**src/design/sle_pkg.sv**
```systemverilog
// ----------------------------------------------------------------------------
// sle_pkg
// Types and codes shared by the sorted list engine.
// ----------------------------------------------------------------------------
`timescale 1ns / 1ps

package sle_pkg;

    localparam int unsigned KEY_W    = 32;
    localparam int unsigned OP_W     = 2;
    localparam int unsigned POS_W    = 5;
    localparam int unsigned STATUS_W = 2;
    localparam int unsigned COUNT_W  = 6;
    localparam int unsigned S_DATA_W = 40;  // op + value, padded to bytes
    localparam int unsigned M_DATA_W = 16;  // result fields, padded to bytes

    typedef enum logic [OP_W-1:0] {
        OP_INSERT = 2'd0,
        OP_SEARCH = 2'd1,
        OP_REMOVE = 2'd2,
        OP_NONE   = 2'd3
    } t_op;

    typedef enum logic [STATUS_W-1:0] {
        ST_DONE      = 2'd0,
        ST_FULL      = 2'd1,
        ST_NOT_FOUND = 2'd2
    } t_status;

    typedef enum logic [3:0] {
        S_IDLE,
        S_SCAN,
        S_CMP,
        S_RESOLVE,
        S_INS_SHIFT,
        S_INS_WR,
        S_REM_SHIFT,
        S_REM_WR,
        S_DONE
    } t_state;

endpackage

```
**src/design/sorted_list_engine_core.sv**
```systemverilog
// ----------------------------------------------------------------------------
// sorted_list_engine_core
// Bounded ascending multiset of signed keys held in one synchronous RAM,
// with insert, search and remove by a linear scan and a shift sequencer.
// ----------------------------------------------------------------------------
// Channel | Dir | Handshake               | Payload
// s       | in  | i_s_tvalid / o_s_tready | i_s_tdata: op, value
// m       | out | o_m_tvalid / i_m_tready | o_m_tdata: found, position, status,
//         |     |                         |            entry_count, is_empty
//
// Each operation scans the stored entries in order up to the first one not
// below the key; insert and remove then shift the entries behind that position.
// Scan and shift together cover at most the stored count, so the worst case
// grows with CAPACITY. The pace is set by the single RAM read port and its
// registered read data.
// One item is in work at a time; the next is taken while a result waits.
// Reset clears the state, the count and the output valid; RAM contents need no clearing.
// A stalled output holds the finished item in the sequencer until taken.
// ----------------------------------------------------------------------------
`timescale 1ns / 1ps

module sorted_list_engine_core #(
    parameter int unsigned CAPACITY = 32
) (
    input  logic                           i_clk,
    input  logic                           i_rst_n,
    input  logic                           i_s_tvalid,
    output logic                           o_s_tready,
    // [1:0] op, [33:2] value, [39:34] zero
    input  logic [sle_pkg::S_DATA_W-1:0]   i_s_tdata,
    output logic                           o_m_tvalid,
    input  logic                           i_m_tready,
    // [0] found, [5:1] position, [7:6] status, [13:8] entry_count,
    // [14] is_empty, [15] zero
    output logic [sle_pkg::M_DATA_W-1:0]   o_m_tdata
);
    import sle_pkg::*;

    localparam int unsigned AW = (CAPACITY > 1) ? $clog2(CAPACITY) : 1;
    localparam int unsigned CW = $clog2(CAPACITY + 1);

    logic [KEY_W-1:0] mem [CAPACITY];

    t_state            r_state, n_state;
    t_op               r_op, n_op;
    logic [KEY_W-1:0]  r_key, n_key;
    logic [CW-1:0]     r_count, n_count;
    logic [CW-1:0]     r_idx, n_idx;
    logic [CW-1:0]     r_at, n_at;
    logic [CW-1:0]     r_ptr, n_ptr;
    logic              r_match, n_match;
    logic              r_found, n_found;
    t_status           r_status, n_status;
    logic              r_out_valid, n_out_valid;
    logic [M_DATA_W-1:0] r_out_data, n_out_data;
    logic [KEY_W-1:0]  r_rd_data;

    logic              mem_re;
    logic [AW-1:0]     mem_raddr;
    logic              mem_we;
    logic [AW-1:0]     mem_waddr;
    logic [KEY_W-1:0]  mem_wdata;

    logic              s_accept;
    logic              out_free;
    logic              is_full;
    logic              hit_ge;
    logic              hit_eq;
    t_op               in_op;

    assign s_accept = i_s_tvalid && o_s_tready;
    assign out_free = !r_out_valid || i_m_tready;
    assign is_full  = (r_count == CW'(CAPACITY));
    assign hit_ge   = ($signed(r_rd_data) >= $signed(r_key));
    assign hit_eq   = (r_rd_data == r_key);
    assign in_op    = t_op'(i_s_tdata[OP_W-1:0]);

    // Next state
    always_comb begin
        n_state = r_state;
        case (r_state)
            S_IDLE: begin
                if (s_accept) begin
                    if ((in_op == OP_INSERT && is_full) || in_op == OP_NONE) begin
                        n_state = S_DONE;
                    end else begin
                        n_state = S_SCAN;
                    end
                end
            end
            S_SCAN: begin
                n_state = (r_idx == r_count) ? S_RESOLVE : S_CMP;
            end
            S_CMP: begin
                n_state = hit_ge ? S_RESOLVE : S_SCAN;
            end
            S_RESOLVE: begin
                case (r_op)
                    OP_INSERT: n_state = S_INS_SHIFT;
                    OP_REMOVE: n_state = r_match ? S_REM_SHIFT : S_DONE;
                    default:   n_state = S_DONE;
                endcase
            end
            S_INS_SHIFT: begin
                n_state = (r_ptr == r_at) ? S_DONE : S_INS_WR;
            end
            S_INS_WR: begin
                n_state = S_INS_SHIFT;
            end
            S_REM_SHIFT: begin
                n_state = ((r_ptr + CW'(1)) >= r_count) ? S_DONE : S_REM_WR;
            end
            S_REM_WR: begin
                n_state = S_REM_SHIFT;
            end
            S_DONE: begin
                if (out_free) begin
                    n_state = S_IDLE;
                end
            end
            default: begin
                n_state = S_IDLE;
            end
        endcase
    end

    // Outputs, RAM control and datapath next values
    always_comb begin
        o_s_tready  = (r_state == S_IDLE);
        mem_re      = 1'b0;
        mem_raddr   = r_idx[AW-1:0];
        mem_we      = 1'b0;
        mem_waddr   = r_ptr[AW-1:0];
        mem_wdata   = r_rd_data;
        n_op        = r_op;
        n_key       = r_key;
        n_count     = r_count;
        n_idx       = r_idx;
        n_at        = r_at;
        n_ptr       = r_ptr;
        n_match     = r_match;
        n_found     = r_found;
        n_status    = r_status;
        n_out_valid = r_out_valid && !i_m_tready;
        n_out_data  = r_out_data;
        case (r_state)
            S_IDLE: begin
                if (s_accept) begin
                    n_op     = in_op;
                    n_key    = i_s_tdata[OP_W +: KEY_W];
                    n_idx    = '0;
                    n_at     = '0;
                    n_match  = 1'b0;
                    n_found  = 1'b0;
                    n_status = (in_op == OP_INSERT && is_full) ? ST_FULL : ST_DONE;
                end
            end
            S_SCAN: begin
                if (r_idx == r_count) begin
                    n_at = r_idx;
                end else begin
                    mem_re = 1'b1;
                end
            end
            S_CMP: begin
                if (hit_ge) begin
                    n_at    = r_idx;
                    n_match = hit_eq;
                end else begin
                    n_idx = r_idx + CW'(1);
                end
            end
            S_RESOLVE: begin
                case (r_op)
                    OP_INSERT: begin
                        n_ptr = r_count;
                    end
                    OP_SEARCH, OP_REMOVE: begin
                        n_found  = r_match;
                        n_status = r_match ? ST_DONE : ST_NOT_FOUND;
                        n_ptr    = r_at;
                        if (!r_match) begin
                            n_at = '0;
                        end
                    end
                    default: begin
                    end
                endcase
            end
            S_INS_SHIFT: begin
                if (r_ptr == r_at) begin
                    // drop the new key into the gap
                    mem_we    = 1'b1;
                    mem_wdata = r_key;
                    n_count   = r_count + CW'(1);
                end else begin
                    mem_re    = 1'b1;
                    mem_raddr = AW'(r_ptr - CW'(1));
                end
            end
            S_INS_WR: begin
                mem_we = 1'b1;
                n_ptr  = r_ptr - CW'(1);
            end
            S_REM_SHIFT: begin
                if ((r_ptr + CW'(1)) >= r_count) begin
                    n_count = r_count - CW'(1);
                end else begin
                    mem_re    = 1'b1;
                    mem_raddr = AW'(r_ptr + CW'(1));
                end
            end
            S_REM_WR: begin
                mem_we = 1'b1;
                n_ptr  = r_ptr + CW'(1);
            end
            S_DONE: begin
                if (out_free) begin
                    n_out_valid = 1'b1;
                    n_out_data  = {1'b0, (r_count == '0), COUNT_W'(r_count), r_status,
                                   POS_W'(r_at), r_found};
                end
            end
            default: begin
            end
        endcase
    end

    // Reads and writes never target the same entry in one cycle: the
    // sequencer always waits for read data before writing it back.
    always_ff @(posedge i_clk) begin
        if (mem_we) begin
            mem[mem_waddr] <= mem_wdata;
        end
    end

    always_ff @(posedge i_clk) begin
        if (mem_re) begin
            r_rd_data <= mem[mem_raddr];
        end
    end

    always_ff @(posedge i_clk) begin
        if (!i_rst_n) begin
            r_state     <= S_IDLE;
            r_count     <= '0;
            r_out_valid <= 1'b0;
        end else begin
            r_state     <= n_state;
            r_count     <= n_count;
            r_out_valid <= n_out_valid;
        end
    end

    always_ff @(posedge i_clk) begin
        r_op       <= n_op;
        r_key      <= n_key;
        r_idx      <= n_idx;
        r_at       <= n_at;
        r_ptr      <= n_ptr;
        r_match    <= n_match;
        r_found    <= n_found;
        r_status   <= n_status;
        r_out_data <= n_out_data;
    end

    assign o_m_tvalid = r_out_valid;
    assign o_m_tdata  = r_out_data;

    a_count_bound: assert property (@(posedge i_clk) disable iff (!i_rst_n)
        r_count <= CW'(CAPACITY))
        else $error("stored count above capacity");

    a_write_states: assert property (@(posedge i_clk) disable iff (!i_rst_n)
        mem_we |-> (r_state == S_INS_SHIFT || r_state == S_INS_WR || r_state == S_REM_WR))
        else $error("RAM write outside a shift state");

    a_full_drop: assert property (@(posedge i_clk) disable iff (!i_rst_n)
        (s_accept && in_op == OP_INSERT && is_full)
            |=> (r_state == S_DONE && r_count == $past(r_count)))
        else $error("insert into full store not dropped");

    a_full_status: assert property (@(posedge i_clk) disable iff (!i_rst_n)
        (r_state == S_DONE && r_status == ST_FULL) |-> is_full)
        else $error("full status reported with free space");

endmodule

```
**config.mk**
```make
export PLATFORM = sky130hd
export DESIGN_NAME = sorted_list_engine_core
export DESIGN_NICKNAME = d
export VERILOG_FILES = /design/src/design/sle_pkg.sv /design/src/design/sorted_list_engine_core.sv
export SDC_FILE = /design/constraint.sdc
export NUM_CORES = 2
export LEC_CHECK = 0
export ABC_AREA = 0
export BUFFER_PORTS_ARGS = -buffer_cell sky130_fd_sc_hd__buf_2
export CORE_AREA = 2 2 384 310
export CTS_BUF_LIST = sky130_fd_sc_hd__clkbuf_8
export DETAILED_ROUTE_END_ITERATION = 10
export DIE_AREA = 0 0 386 312
export PLACE_DENSITY = 0.59
export SLEW_MARGIN = 30
export SYNTH_ARGS = -nofsm -noshare
export SYNTH_HDL_FRONTEND = slang
export SYNTH_SLANG_ARGS = --single-unit
export TNS_END_PERCENT = 100
```
**constraint.sdc**
```tcl
create_clock -name i_clk -period 5.9 [get_ports i_clk]
set_input_delay 1.18 -clock i_clk [delete_from_list [all_inputs] [get_ports i_clk]]
set_output_delay 1.18 -clock i_clk [all_outputs]
set_load 0.02 [all_outputs]
```
==> flow_metrics.py <==
metrics = {
    "timing": {
        "final_max_slew_viol_count": 0,
        "hold_viol": 0,
        "timing.fmax_mhz": 189,
        "min_period_over_period": 0.896,
        "tns_ns": 0,
        "hold_ws_ns": 0.414,
        "clock_skew_ns": 0.0426,
        "fin_crit_ns": 5.29,
        "worst_pin_slew_ns": 1.03,
        "slew_headroom": 0.312,
        "rsz0062_at_grt": "no",
        "setup_viol": 0,
    },
    "worst_setup_path": {
        "cp_top_family": "simple AND/OR/NAND/NOR gates",
        "crit_slowest_cell": "edfxtp_1",
        "crit_fanout": 30,
        "required_ns": 6.48,
        "crit_type": "flip-flop to flip-flop",
        "critical_path_buf_inv_count": 3,
        "crit_path_start_kind": "flip-flop",
        "max_stage_delay_ns": 0.64,
        "critPathArrivalTime_ns": 5.87,
        "endpoint_kind": "flip-flop",
        "path_cells": "ha_1 -> nand3_1 -> xor2_1 -> inv_1 -> ha_1 -> o21a_1 -> a21oi_1 -> o21ai_1 -> o211ai_1 -> buf_4 -> and2_4 -> buf_4 -> mux2i_1 -> o22ai_1 -> nor4_1 -> nor4_2",
    },
    "layout": {
        "fin_nets": 3470,
        "instances_no_fill": 5054,
        "synthToLayoutAreaGrowth_pct": 12.9,
        "drive_gt1_frac": 0.137,
        "fillCellCount": 10200,
    },
    "logic_synthesis": {
        "synth_edf_count": 1127,
        "async_flop_share": 0,
        "dominantRegCellSynth": "edfxtp_1",
        "yosysMostFrequentCell": "edfxtp_1",
        "syn_area_per_cell_um2": 14.2,
        "yosysSeqAreaShare": 0.736,
        "ys_ff_latch": 1138,
        "synthTopCellsByCount": "edfxtp_1 (1127), nand2_1 (584), a211oi_1 (196), and3_1 (196), a31oi_1 (193)",
        "syn_area_um2": 46300,
        "synth_fp_nets": 3359,
        "synth_cell_types": 64,
        "synth_area_leaders": "edfxtp_1 (73%), nand2_1 (4.7%), a211oi_1 (3.2%), and3_1 (2.6%), a31oi_1 (2.6%)",
        "synth_area_leader_cell": "edfxtp_1",
        "synth_top_area_frac": 0.731,
        "synthCells": 3264,
        "yosys_warnings": 0,
    },
    "detailed_routing": {
        "wl_per_cell_um": 27.0,
        "drc": 0,
        "wl_met3_um": 15000,
        "drt_wl_total_um": 137000,
        "highest_layer": "met4",
        "drt-initial-drc-count": 3549,
        "ant_nets": 0,
        "vias": 29300,
        "firstDrtPassIters": 5,
        "met2_length_um": 57600,
        "via_per_inst": 5.80,
        "wl_met1_um": 60700,
    },
    "flow_run": {
        "max-cap-violations": 0,
    },
    "global_route": {
        "grt_start_max_net_pins": 131,
        "grt_pass1_wl_um": 194000,
        "gr-usage-all-layers": 0.224,
        "grt_overflow": 0,
        "grt_pass1_vias": 27100,
        "antenna_found_initial": 2,
    },
    "die": {
        "start_util": 0.399,
        "die_area_um2": 120000,
        "std_cell_rows": 112,
        "fp.dieH_um": 312,
        "boundaryPins": 62,
        "core_um2": 116000,
        "die_x_um": 386,
    },
    "clocking": {
        "htree_levels": 4,
        "cts_tree": "done",
        "clk_pin_slew_ns": 0.06,
        "numCtsBuffers": 170,
        "post_cts_resized": 0,
        "hold_buffers": 0,
        "cts.root.buffer_cell": "clkbuf_8",
        "cts.sinks": 1138,
        "clock_latency_ns": 0.88,
        "cts_setup_buffers": 0,
        "clockBufferDepth": 3,
    },
    "power_and_ir_drop": {
        "p_seq_frac": 0.512,
        "clockPowerShare": 0.325,
        "power_density_nw_per_um2": 351,
        "p_switching_w": 0.00531,
        "switching_share": 0.289,
        "p_int_w": 0.0131,
        "comb_power_share": 0.163,
        "total_leakage_power_nw": 17.9,
        "ir_drop_v": 0.000215,
    },
    "placement": {
        "dp_hpwl_um": 71900,
        "port_buffers": 54,
        "place_inst": 4741,
        "place.gp.congestion": 0.822,
    },
    "run_status": {
        "status": "finished, final reports clean",
    },
    "worst_hold_path": {
        "hold_path_class": "flip-flop to flip-flop",
    },
}
==> final timing paths <==
kind                   end  slack, ns      from  cells after the start
max reg2reg  r_rd_data[11]       0.61  r_ptr[0]                     16
max          r_rd_data[11]       0.61  r_ptr[0]                     16
min reg2reg   o_m_tdata[0]       0.41   r_found                      0
min           o_m_tdata[0]       0.41   r_found                      0
==> layout by cell type, fill, tap and decap left out, types with 5 or more instances in the layout <==
cell type      n
xor2_1        11
ha_1          50
o21ai_1       11
a211oi_1     196
o21ai_4       18
o21ai_0       13
dfxtp_1       11
clkinv_1      51
inv_1        110
nor2_4        33
nor3_1         9
nand3b_1       5
nand4_1        7
nor2b_1        7
clkinv_2      11
nor4_1        38
nand3_1       13
edfxtp_1    1127
nand2b_1       9
xnor2_1       20
mux2i_1       69
a21o_1        13
nor2_1        29
clkinvlp_4     5
and2_1        13
a31oi_1      193
buf_4         84
buf_2         55
a21oi_1       90
nor4_2        31
o22ai_1      127
clkbuf_8     175
and3_1       196
nand2_1      577
buf_12        28
==> flip-flops by register name, indices dropped and copies added (netlist names) <==
signal,count
r_at,6
o_m_tdata,15
o_m_tvalid,1
r_match,1
r_found,1
r_state,4
r_count,6
mem,1024
r_idx,6
r_rd_data,32
r_key,32
r_op,2
r_status,2
r_ptr,6
==> power by group through the flow <==
stage                     Combinational (W)  Clock [W]  Sequential (W)
after floorplan                     0.00190          0         0.00954
after global placement              0.00290          0         0.00957
after detailed placement            0.00295          0         0.00956
after CTS                           0.00296    0.00606         0.00939
after global routing                0.00322    0.00640         0.00940
final                               0.00299    0.00597         0.00940
==> area by class of cell <==
cell class	count	area, µm²	share of cell area
multi-input combinational	1845	11500	0.221
sequential	1138	34100	0.652
tap	1539	1930	0.0368
antenna	1	2.50	0.0000479
inverter	52	198	0.00378
clock inverter	136	656	0.0125
timing repair buffer	168	1490	0.0286
clock buffer	175	2410	0.0461
==> through the flow <==
stage	utilization	power, W	setup WS, ns	area [µm²]
floorplan	-	0.0114	2.00	46300
global placement	0.422	0.0125	0.817	49000
detailed placement	0.423	0.0125	0.754	49200
CTS	0.450	0.0184	0.776	52200
global route	0.450	0.0190	0.349	52300
finish	0.450	0.0184	0.614	52300
==> kinds of logic after synthesis <==
group,after synthesis,share of synthesized area
compound gates,699,0.0988
xor+xnor,31,0.00586
fa+ha+maj,51,0.0139
buf+inv,281,0.0268
flops,1138,0.736
mux,71,0.0154
other cells,1,0.0000810
simple gates,992,0.103
==> worst reg2reg max path, cell delays in order, from the launching register on <==
cell and delay [ns]:
edfxtp_1 0.64, ha_1 0.38, nand3_1 0.12, xor2_1 0.28, inv_1 0.08, ha_1 0.29, o21a_1 0.17, a21oi_1 0.17
o21ai_1 0.17, o211ai_1 0.31, buf_4 0.37, and2_4 0.48, buf_4 0.51, mux2i_1 0.25, o22ai_1 0.10, nor4_1 0.60
nor4_2 0.11
==> routing by layer <==
metal  track usage  vias up
li1              -    12800
met1         0.342    14800
met2         0.314     1545
met3        0.0573      209
met4        0.0669        0
met5             0        -
No activity file was read; power rests on OpenSTA's default activity.
